File: config.mk
export PLATFORM = sky130hd
export DESIGN_NAME = fixed_length_frame_deframer
export DESIGN_NICKNAME = d
export VERILOG_FILES = /design/src/sv/fld_pkg.sv /design/src/sv/fld_win_cell.sv /design/src/sv/fld_drain_cell.sv /design/src/sv/fixed_length_frame_deframer.sv
export SDC_FILE = /design/constraint.sdc
export NUM_CORES = 2
export LEC_CHECK = 0
export ABC_AREA = 0
export BUFFER_PORTS_ARGS = -buffer_cell sky130_fd_sc_hd__buf_4
export CAP_MARGIN = 20
export CORE_ASPECT_RATIO = 0.5
export CORE_MARGIN = 1.5
export CORE_UTILIZATION = 38
export CTS_CLUSTER_DIAMETER = 30
export DETAILED_ROUTE_END_ITERATION = 7
export HOLD_SLACK_MARGIN = 0.15
export SETUP_SLACK_MARGIN = 0.15
export SYNTH_ARGS = -nofsm -noshare
export SYNTH_HDL_FRONTEND = slang
export SYNTH_SLANG_ARGS = --single-unit
File: constraint.sdc
create_clock -name clk -period 119.9 [get_ports clk]
set_input_delay 17.985 -clock clk [delete_from_list [all_inputs] [get_ports clk]]
set_output_delay 17.985 -clock clk [all_outputs]
set_load 0.02 [all_outputs]
File: src/sv/fld_pkg.sv
// Shared types and constants for the fixed-length frame deframer.
`timescale 1ns / 1ps

package fld_pkg;

	typedef logic [7:0] byte_t;

	localparam int    CFG_W      = 7;
	localparam byte_t START_MARK = 8'h26;	// '&'
	localparam byte_t END_MARK   = 8'h0A;	// '\n'
	localparam logic [CFG_W-1:0] LEN_RESET = 7'd11;

	// Window cell control: advance the row, and whether this cell is the entry point.
	typedef struct packed {
		logic step;
		logic entry;
	} win_ctl_t;

	// Drain cell control: capture a frame byte, or move toward the head.
	typedef struct packed {
		logic load;
		logic pop;
	} drain_ctl_t;

endpackage

File: src/sv/fld_win_cell.sv
// One window cell: a history byte and a length-aligned byte.
`timescale 1ns / 1ps

module fld_win_cell (
	input  logic             clk,
	input  logic             arst_n,
	input  fld_pkg::win_ctl_t ctl,
	input  fld_pkg::byte_t   feed_byte,
	input  fld_pkg::byte_t   w_prev,
	input  fld_pkg::byte_t   c_next,
	output fld_pkg::byte_t   w_q,
	output fld_pkg::byte_t   c_q
);
	import fld_pkg::*;

	// history row moves away from the input; aligned row moves toward cell 0
	always_ff @(posedge clk or negedge arst_n) begin
		if (!arst_n) begin
			w_q <= '0;
			c_q <= '0;
		end else if (ctl.step) begin
			w_q <= w_prev;
			c_q <= ctl.entry ? feed_byte : c_next;
		end
	end

endmodule

File: src/sv/fld_drain_cell.sv
// One drain cell: holds a payload byte waiting to go out.
`timescale 1ns / 1ps

module fld_drain_cell (
	input  logic               clk,
	input  fld_pkg::drain_ctl_t ctl,
	input  fld_pkg::byte_t     load_byte,
	input  fld_pkg::byte_t     next_byte,
	output fld_pkg::byte_t     d_q
);
	import fld_pkg::*;

	// load wins over pop: a new frame is captured only when the row is empty
	always_ff @(posedge clk) begin
		if (ctl.load) begin
			d_q <= load_byte;
		end else if (ctl.pop) begin
			d_q <= next_byte;
		end
	end

endmodule

File: src/sv/fixed_length_frame_deframer.sv
// Top level: start/end delimited fixed-length frame deframer.
`timescale 1ns / 1ps
//
// channel  direction  handshake               payload
// -------  ---------  ----------------------  ---------------------------
// input    in         in_valid / in_stall     rx_byte
// output   out        out_valid / out_stall   payload_byte, frame_last
// config   in         cfg_valid / cfg_ready   cfg_data (payload_length)
//
// One received byte is taken per cycle while in_stall is low; a frame's payload
// leaves the drain row one byte per cycle while out_stall is low, starting the
// cycle after its end marker is taken. After a config write the aligned row is
// rebuilt by rotating the history row once, with in_stall high and cfg_ready low.
// in_stall also rises while no suppression counts, a start marker sits at the check
// position and the drain row still holds bytes, so output back-pressure reaches the
// input only then. Reset (arst_n low) clears the history and aligned rows to zero
// bytes, the suppress count and the drain count, and sets payload_length to 11.
//
// Structure: a row of window cells. Each holds one history byte (newest at cell 0)
// and one aligned byte; the aligned row takes new bytes in at cell len, so cell 0
// always holds the byte that would be the start marker and cells 1..len hold the
// payload in order. A frame is copied in parallel into a row of drain cells that
// shift toward the output at cell 0.

module fixed_length_frame_deframer #(
	parameter int MAX_PAYLOAD = 64
) (
	input  logic                      clk,
	input  logic                      arst_n,
	input  logic                      in_valid,
	output logic                      in_stall,
	input  fld_pkg::byte_t            rx_byte,
	output logic                      out_valid,
	input  logic                      out_stall,
	output fld_pkg::byte_t            payload_byte,
	output logic                      frame_last,
	input  logic                      cfg_valid,
	output logic                      cfg_ready,
	input  logic [fld_pkg::CFG_W-1:0] cfg_data
);
	import fld_pkg::*;

	localparam int CELLS = MAX_PAYLOAD + 1;			// history needed: up to MAX_PAYLOAD+1 bytes
	localparam int LW    = $clog2(MAX_PAYLOAD + 1);	// effective length / drain count
	localparam int SW    = $clog2(MAX_PAYLOAD + 2);	// suppress count holds len+1
	localparam int RW    = $clog2(CELLS + 1);		// realign counter

	logic [CFG_W-1:0] cfg_q;
	logic [LW-1:0]    len_eff;
	logic [SW-1:0]    supp_q;
	logic [LW-1:0]    cnt_q;
	logic             busy_q;
	logic [RW-1:0]    rcnt_q;

	logic             in_acc;
	logic             cfg_acc;
	logic             step;
	logic             pop;
	logic             hit;
	logic             frame_load;
	logic             start_at_check;
	byte_t            feed_byte;

	byte_t            w_row [CELLS];
	byte_t            c_row [CELLS];
	byte_t            d_row [MAX_PAYLOAD];
	logic [CELLS-1:0] entry_oh;

	// effective length: zero acts as one, saturate at MAX_PAYLOAD
	always_comb begin
		if (cfg_q == '0) begin
			len_eff = LW'(1);
		end else if (cfg_q > CFG_W'(MAX_PAYLOAD)) begin
			len_eff = LW'(MAX_PAYLOAD);
		end else begin
			len_eff = cfg_q[LW-1:0];
		end
	end

	assign cfg_ready = !busy_q;
	assign cfg_acc   = cfg_valid && cfg_ready;

	assign start_at_check = (c_row[0] == START_MARK);
	// stall while realigning, or when a frame could close now and the drain row is not free
	assign in_stall   = busy_q || ((supp_q == '0) && start_at_check && (cnt_q != '0));
	assign in_acc     = in_valid && !in_stall;
	assign hit        = (supp_q == '0) && start_at_check && (rx_byte == END_MARK);
	assign frame_load = in_acc && hit;

	// during realign the oldest history byte wraps around to the front
	assign feed_byte = busy_q ? w_row[CELLS-1] : rx_byte;
	assign step      = busy_q || in_acc;

	assign out_valid    = (cnt_q != '0);
	assign payload_byte = d_row[0];
	assign frame_last   = (cnt_q == LW'(1));
	assign pop          = out_valid && !out_stall;

	// window row
	for (genvar i = 0; i < CELLS; i++) begin : g_win
		win_ctl_t wctl;
		byte_t    w_prev;
		byte_t    c_next;

		assign entry_oh[i] = (len_eff == LW'(i));
		assign wctl        = '{step: step, entry: entry_oh[i]};

		if (i == 0) begin : g_head
			assign w_prev = feed_byte;
		end else begin : g_body
			assign w_prev = w_row[i-1];
		end

		if (i == CELLS - 1) begin : g_tail
			assign c_next = feed_byte;
		end else begin : g_mid
			assign c_next = c_row[i+1];
		end

		fld_win_cell u_cell (
			.clk       (clk),
			.arst_n    (arst_n),
			.ctl       (wctl),
			.feed_byte (feed_byte),
			.w_prev    (w_prev),
			.c_next    (c_next),
			.w_q       (w_row[i]),
			.c_q       (c_row[i])
		);
	end

	// drain row: cell j takes aligned byte j+1 (oldest payload byte lands at the head)
	for (genvar j = 0; j < MAX_PAYLOAD; j++) begin : g_drain
		drain_ctl_t dctl;
		byte_t      next_byte;

		assign dctl = '{load: frame_load, pop: pop};

		if (j == MAX_PAYLOAD - 1) begin : g_last
			assign next_byte = '0;
		end else begin : g_mid
			assign next_byte = d_row[j+1];
		end

		fld_drain_cell u_cell (
			.clk       (clk),
			.ctl       (dctl),
			.load_byte (c_row[j+1]),
			.next_byte (next_byte),
			.d_q       (d_row[j])
		);
	end

	// control registers
	always_ff @(posedge clk or negedge arst_n) begin
		if (!arst_n) begin
			cfg_q  <= LEN_RESET;
			busy_q <= 1'b0;
			rcnt_q <= '0;
			supp_q <= '0;
			cnt_q  <= '0;
		end else begin
			if (cfg_acc) begin
				cfg_q  <= cfg_data;
				busy_q <= 1'b1;
				rcnt_q <= RW'(CELLS);
			end else if (busy_q) begin
				rcnt_q <= rcnt_q - RW'(1);
				if (rcnt_q == RW'(1)) begin
					busy_q <= 1'b0;
				end
			end

			if (in_acc) begin
				if (supp_q != '0) begin
					supp_q <= supp_q - SW'(1);
				end else if (hit) begin
					supp_q <= SW'(len_eff) + SW'(1);
				end
			end

			if (frame_load) begin
				cnt_q <= len_eff;
			end else if (pop) begin
				cnt_q <= cnt_q - LW'(1);
			end
		end
	end

`ifndef ASSERT_OFF
	a_busy_blocks_input: assert property (@(posedge clk) disable iff (!arst_n)
		busy_q |-> in_stall)
		else $error("byte taken while realigning");

	a_load_into_empty: assert property (@(posedge clk) disable iff (!arst_n)
		frame_load |-> (cnt_q == '0))
		else $error("frame loaded over pending bytes");

	a_suppress_set: assert property (@(posedge clk) disable iff (!arst_n)
		frame_load |=> (supp_q == SW'($past(len_eff)) + SW'(1)))
		else $error("suppress count not armed after frame");

	a_cnt_bound: assert property (@(posedge clk) disable iff (!arst_n)
		cnt_q <= LW'(MAX_PAYLOAD))
		else $error("drain count out of range");

	a_cfg_starts_realign: assert property (@(posedge clk) disable iff (!arst_n)
		cfg_acc |=> (busy_q && (rcnt_q == RW'(CELLS))))
		else $error("config write did not start realign");
`endif

endmodule

==> metrics.md <==
| Metric | Value |
|---|---|
| Synthesized area per cell | `16.94 um2` |
| Clock skew | `0.05813 ns` |
| Post-CTS setup buffers | `0` |
| Cell mode on critical path | `buf_4` |
| Final TNS setup | `0 ns` |
| First-pass GRT wire length | `around 220000 um` |
| Gpl congestion | `roughly 0.77` |
| Sequential share of the synthesized area | `60.05%` |
| Initial Utilization | `about 39%` |
| Clk sink count | `~1600` |
| Die Width | `609.2 um` |
| Power per cell area | `19.04 nW/um2` |
| Initial antenna violation count | `2` |
| # rows | `110` |
| Routed vias | `between 30000 and 40000` |
| H-tree Lvls | `4` |
| Leakage power | `roughly 38 nW` |
| CP Data Arrival Time | `roughly 23 ns` |
| Worst-skew pair later-pin latency | `between 0.8 and 0.9 ns` |
| Remaining Overflow, GRT | `0` |
| Netlist cell types | `53` |
| CTS buffer count | `239` |
| Synth area leader | `dfrtp_1` |
| Top-count cell post-synth | `mux2_2` |
| Vias/cell | `5.044` |
| Crit-path max FO | `around 150` |
| Fin. Hold Viols | `0` |
| Slew headroom | `26.04%` |
| Tmin final | `22.21 ns` |
| Largest net degree at the start of global routing | `169` |
| RSZ-0062 raised after global routing | `false` |
| Synth Flop Type | `dfrtp_1` |
| Core outline area | `181300 um2` |
| Status | `finished, final reports clean` |
| Antenna Violating Nets Remaining | `0` |
| Yosys top cell area share | `between 30% and 40%` |
| Hold crit path type | `reg2reg` |
| Clock tree buffer depth | `3` |
| Final Max Slew Viols | `0` |
| Io pins | `32` |
| Fin crit share | `roughly 19%` |
| Syn Inst Count | `4122` |
| Cts hold-fix bufs | `0` |
| Crit path max-delay cell type | `buf_4` |
| Fin nets | `4240` |
| All-Layer GR Usage | `about 14%` |
| Peak VDD IR | `0.01539 mV` |
| Area delta synth->final | `15.99%` |
| FILL cells | `between 15000 and 20000` |
| Final HPWL DP | `72330 um` |
| TritonCTS clock tree | `done` |
| DRC errors left | `0` |
| Synth Cell Area | `69820 um2` |
| Vias in the first global route | `38328` |
| DIE HEIGHT | `around 310 um` |
| EDFF count, synth | `512` |
| Tot Pwr | `~1.5 mW` |
| Port Buffer Count | `31` |
| Die area | `186500 um2` |
| Detailed Routing Iterations Pass 1 | `6` |
| WP buf/inv | `5` |
| Crit path kind | `in2reg` |
| DRT iter0 DRCs | `between 1500 and 2000` |
| FFs w/ async S/R, synth | `67.45%` |
| YS warnings | `0` |
| Max Fclk | `45.03 MHz` |
| Max cap viols | `0` |
| Fraction of layout cells with a size suffix above 1 | `between 50 and 60%` |
| Cell family with most CP delay | `buffers and inverters` |
| Mapped Nets | `4149` |
| WP data required | `120.62 ns` |
| Avg WL per Cell | `19.24 um` |
| CP Capture Type | `flip-flop` |
| ANT cells | `0` |
| CP startpoint kind | `input pin` |
| Max incr delay on CP | `0.98 ns` |
| CP cell instances | `buf_4 -> o32a_2 -> buf_12 -> buf_4 -> buf_4 -> buf_12 -> mux2_2` |
| Slew @ Worst Pin | `approximately 1.1 ns` |
| Resized cells post-CTS | `0` |
| Synth top area cells | `dfrtp_1 (38%), mux2_2 (25%), edfxtp_1 (22%), mux2_4 (10%), buf_6 (0.87%)` |
| Root Driver | `clkbuf_16` |
| Most frequent cells after synthesis | `mux2_2 (1575), dfrtp_1 (1058), edfxtp_1 (512)` |
| Reg clk slew, reported paths | `0.05 ns` |
| Final setup violation count | `0` |
| Routed Wire Length | `around 130000 um` |
| #FFs+latches synth | `1573` |
-- power by group --
part / switching, mW / internal, mW
combinational: 0.0738 / 0.0877
clock: 0.273 / 0.448
sequential: 0.0351 / 0.624
-- per-stage QoR --
| stage | worst slack, ns | cells | area [um2] | util [%] | hold WS, ns |
|---|---|---|---|---|---|
| finish | 97.69 | 6837 | 80990 | 44.68 | 0.4692 |
| global route | 97.39 | 6837 | 80990 | 44.68 | 0.4836 |
| CTS | 97.68 | 6831 | 80890 | 44.63 | 0.4733 |
| detailed placement | 96.77 | 6374 | 72290 | 39.88 | 0.4866 |
| global placement | 96.84 | 6371 | 72240 | 39.86 | 0.4767 |
| floorplan | 64.25 | 4122 | 69820 | - | 0.4506 |
-- area by class of cell --
| class | count | area (um2) | share of cell area (%) |
|---|---|---|---|
| Inverter | 13 | 48.80 | 0.06025 |
| Timing Repair Buffer | 108 | 977.2 | 1.207 |
| Clock buffer | 279 | 6471 | 7.991 |
| Multi-Input combinational cell | 2278 | 26410 | 32.61 |
| Sequential cell | 1573 | 41930 | 51.77 |
| Clock inverter | 178 | 2133 | 2.634 |
| Tap cell | 2408 | 3013 | 3.720 |
-- sequential cells by signal, summed over array words and instances, names as in the netlist --
name	cells
g_win.u_cell.c_q	520
g_drain.u_cell.d_q	512
g_win.u_cell.w_q	512
cfg_q	7
cnt_q	7
rcnt_q	7
supp_q	7
busy_q	1
-- kinds of logic (layout without fill, tap and decap cells) --
| logic type | Yosys count | in the layout | synth area share, % |
|---|---|---|---|
| AO/OA/AOI/OAI | 44 | 44 | 0.4337 |
| XOR/XNOR | 11 | 11 | 0.1380 |
| adder cells (fa/ha/maj) | 7 | 7 | 0.1254 |
| buffers and inverters | 271 | 578 | 2.202 |
| flip-flops | 1573 | 1573 | 60.05 |
| multiplexers | 2058 | 2058 | 35.77 |
| AND/OR/NAND/NOR | 158 | 158 | 1.278 |
-- placed cells by master, fill, tap and decap left out, drive strengths merged, types with 24 or more instances in the layout --
master    instances
edfxtp          512
clkinvlp         24
buf             107
bufinv           25
nand3            28
mux2           2055
clkbuf          280
dfrtp          1058
nand2            30
clkinv           86
inv              56
-- metal layers --
metal	vias to the layer above	part of all wire (%)	wire, um	global-route usage [%]
li1	15604	-	-	-
met1	18217	48	62920	19.78
met2	444	47	61690	23.11
met3	222	3.2	4246	2.773
met4	0	2.0	2685	4.191
met5	-	0	0	0
-- worst paths after layout --
kind | start | end | slack (ns) | cells past startpoint
min reg2reg | g_win[43].u_cell.w_q[2]$_DFFE_PN0P_ | g_win[44].u_cell.w_q[2]$_DFFE_PN0P_ | 0.47 | 1
max reg2reg | cnt_q[2]$_DFFE_PN0P_ | g_win[63].u_cell.c_q[0]$_DFFE_PN0P_ | 113.42 | 8
min | g_win[43].u_cell.w_q[2]$_DFFE_PN0P_ | g_win[44].u_cell.w_q[2]$_DFFE_PN0P_ | 0.47 | 1
min in group asynchronous | arst_n | g_win[13].u_cell.w_q[7]$_DFFE_PN0P_ | 17.23 | 1
max in group asynchronous | arst_n | g_win[32].u_cell.w_q[1]$_DFFE_PN0P_ | 99.67 | 4
max | in_valid | g_win[63].u_cell.c_q[0]$_DFFE_PN0P_ | 97.69 | 7
Power figures use the tool's default switching activity.
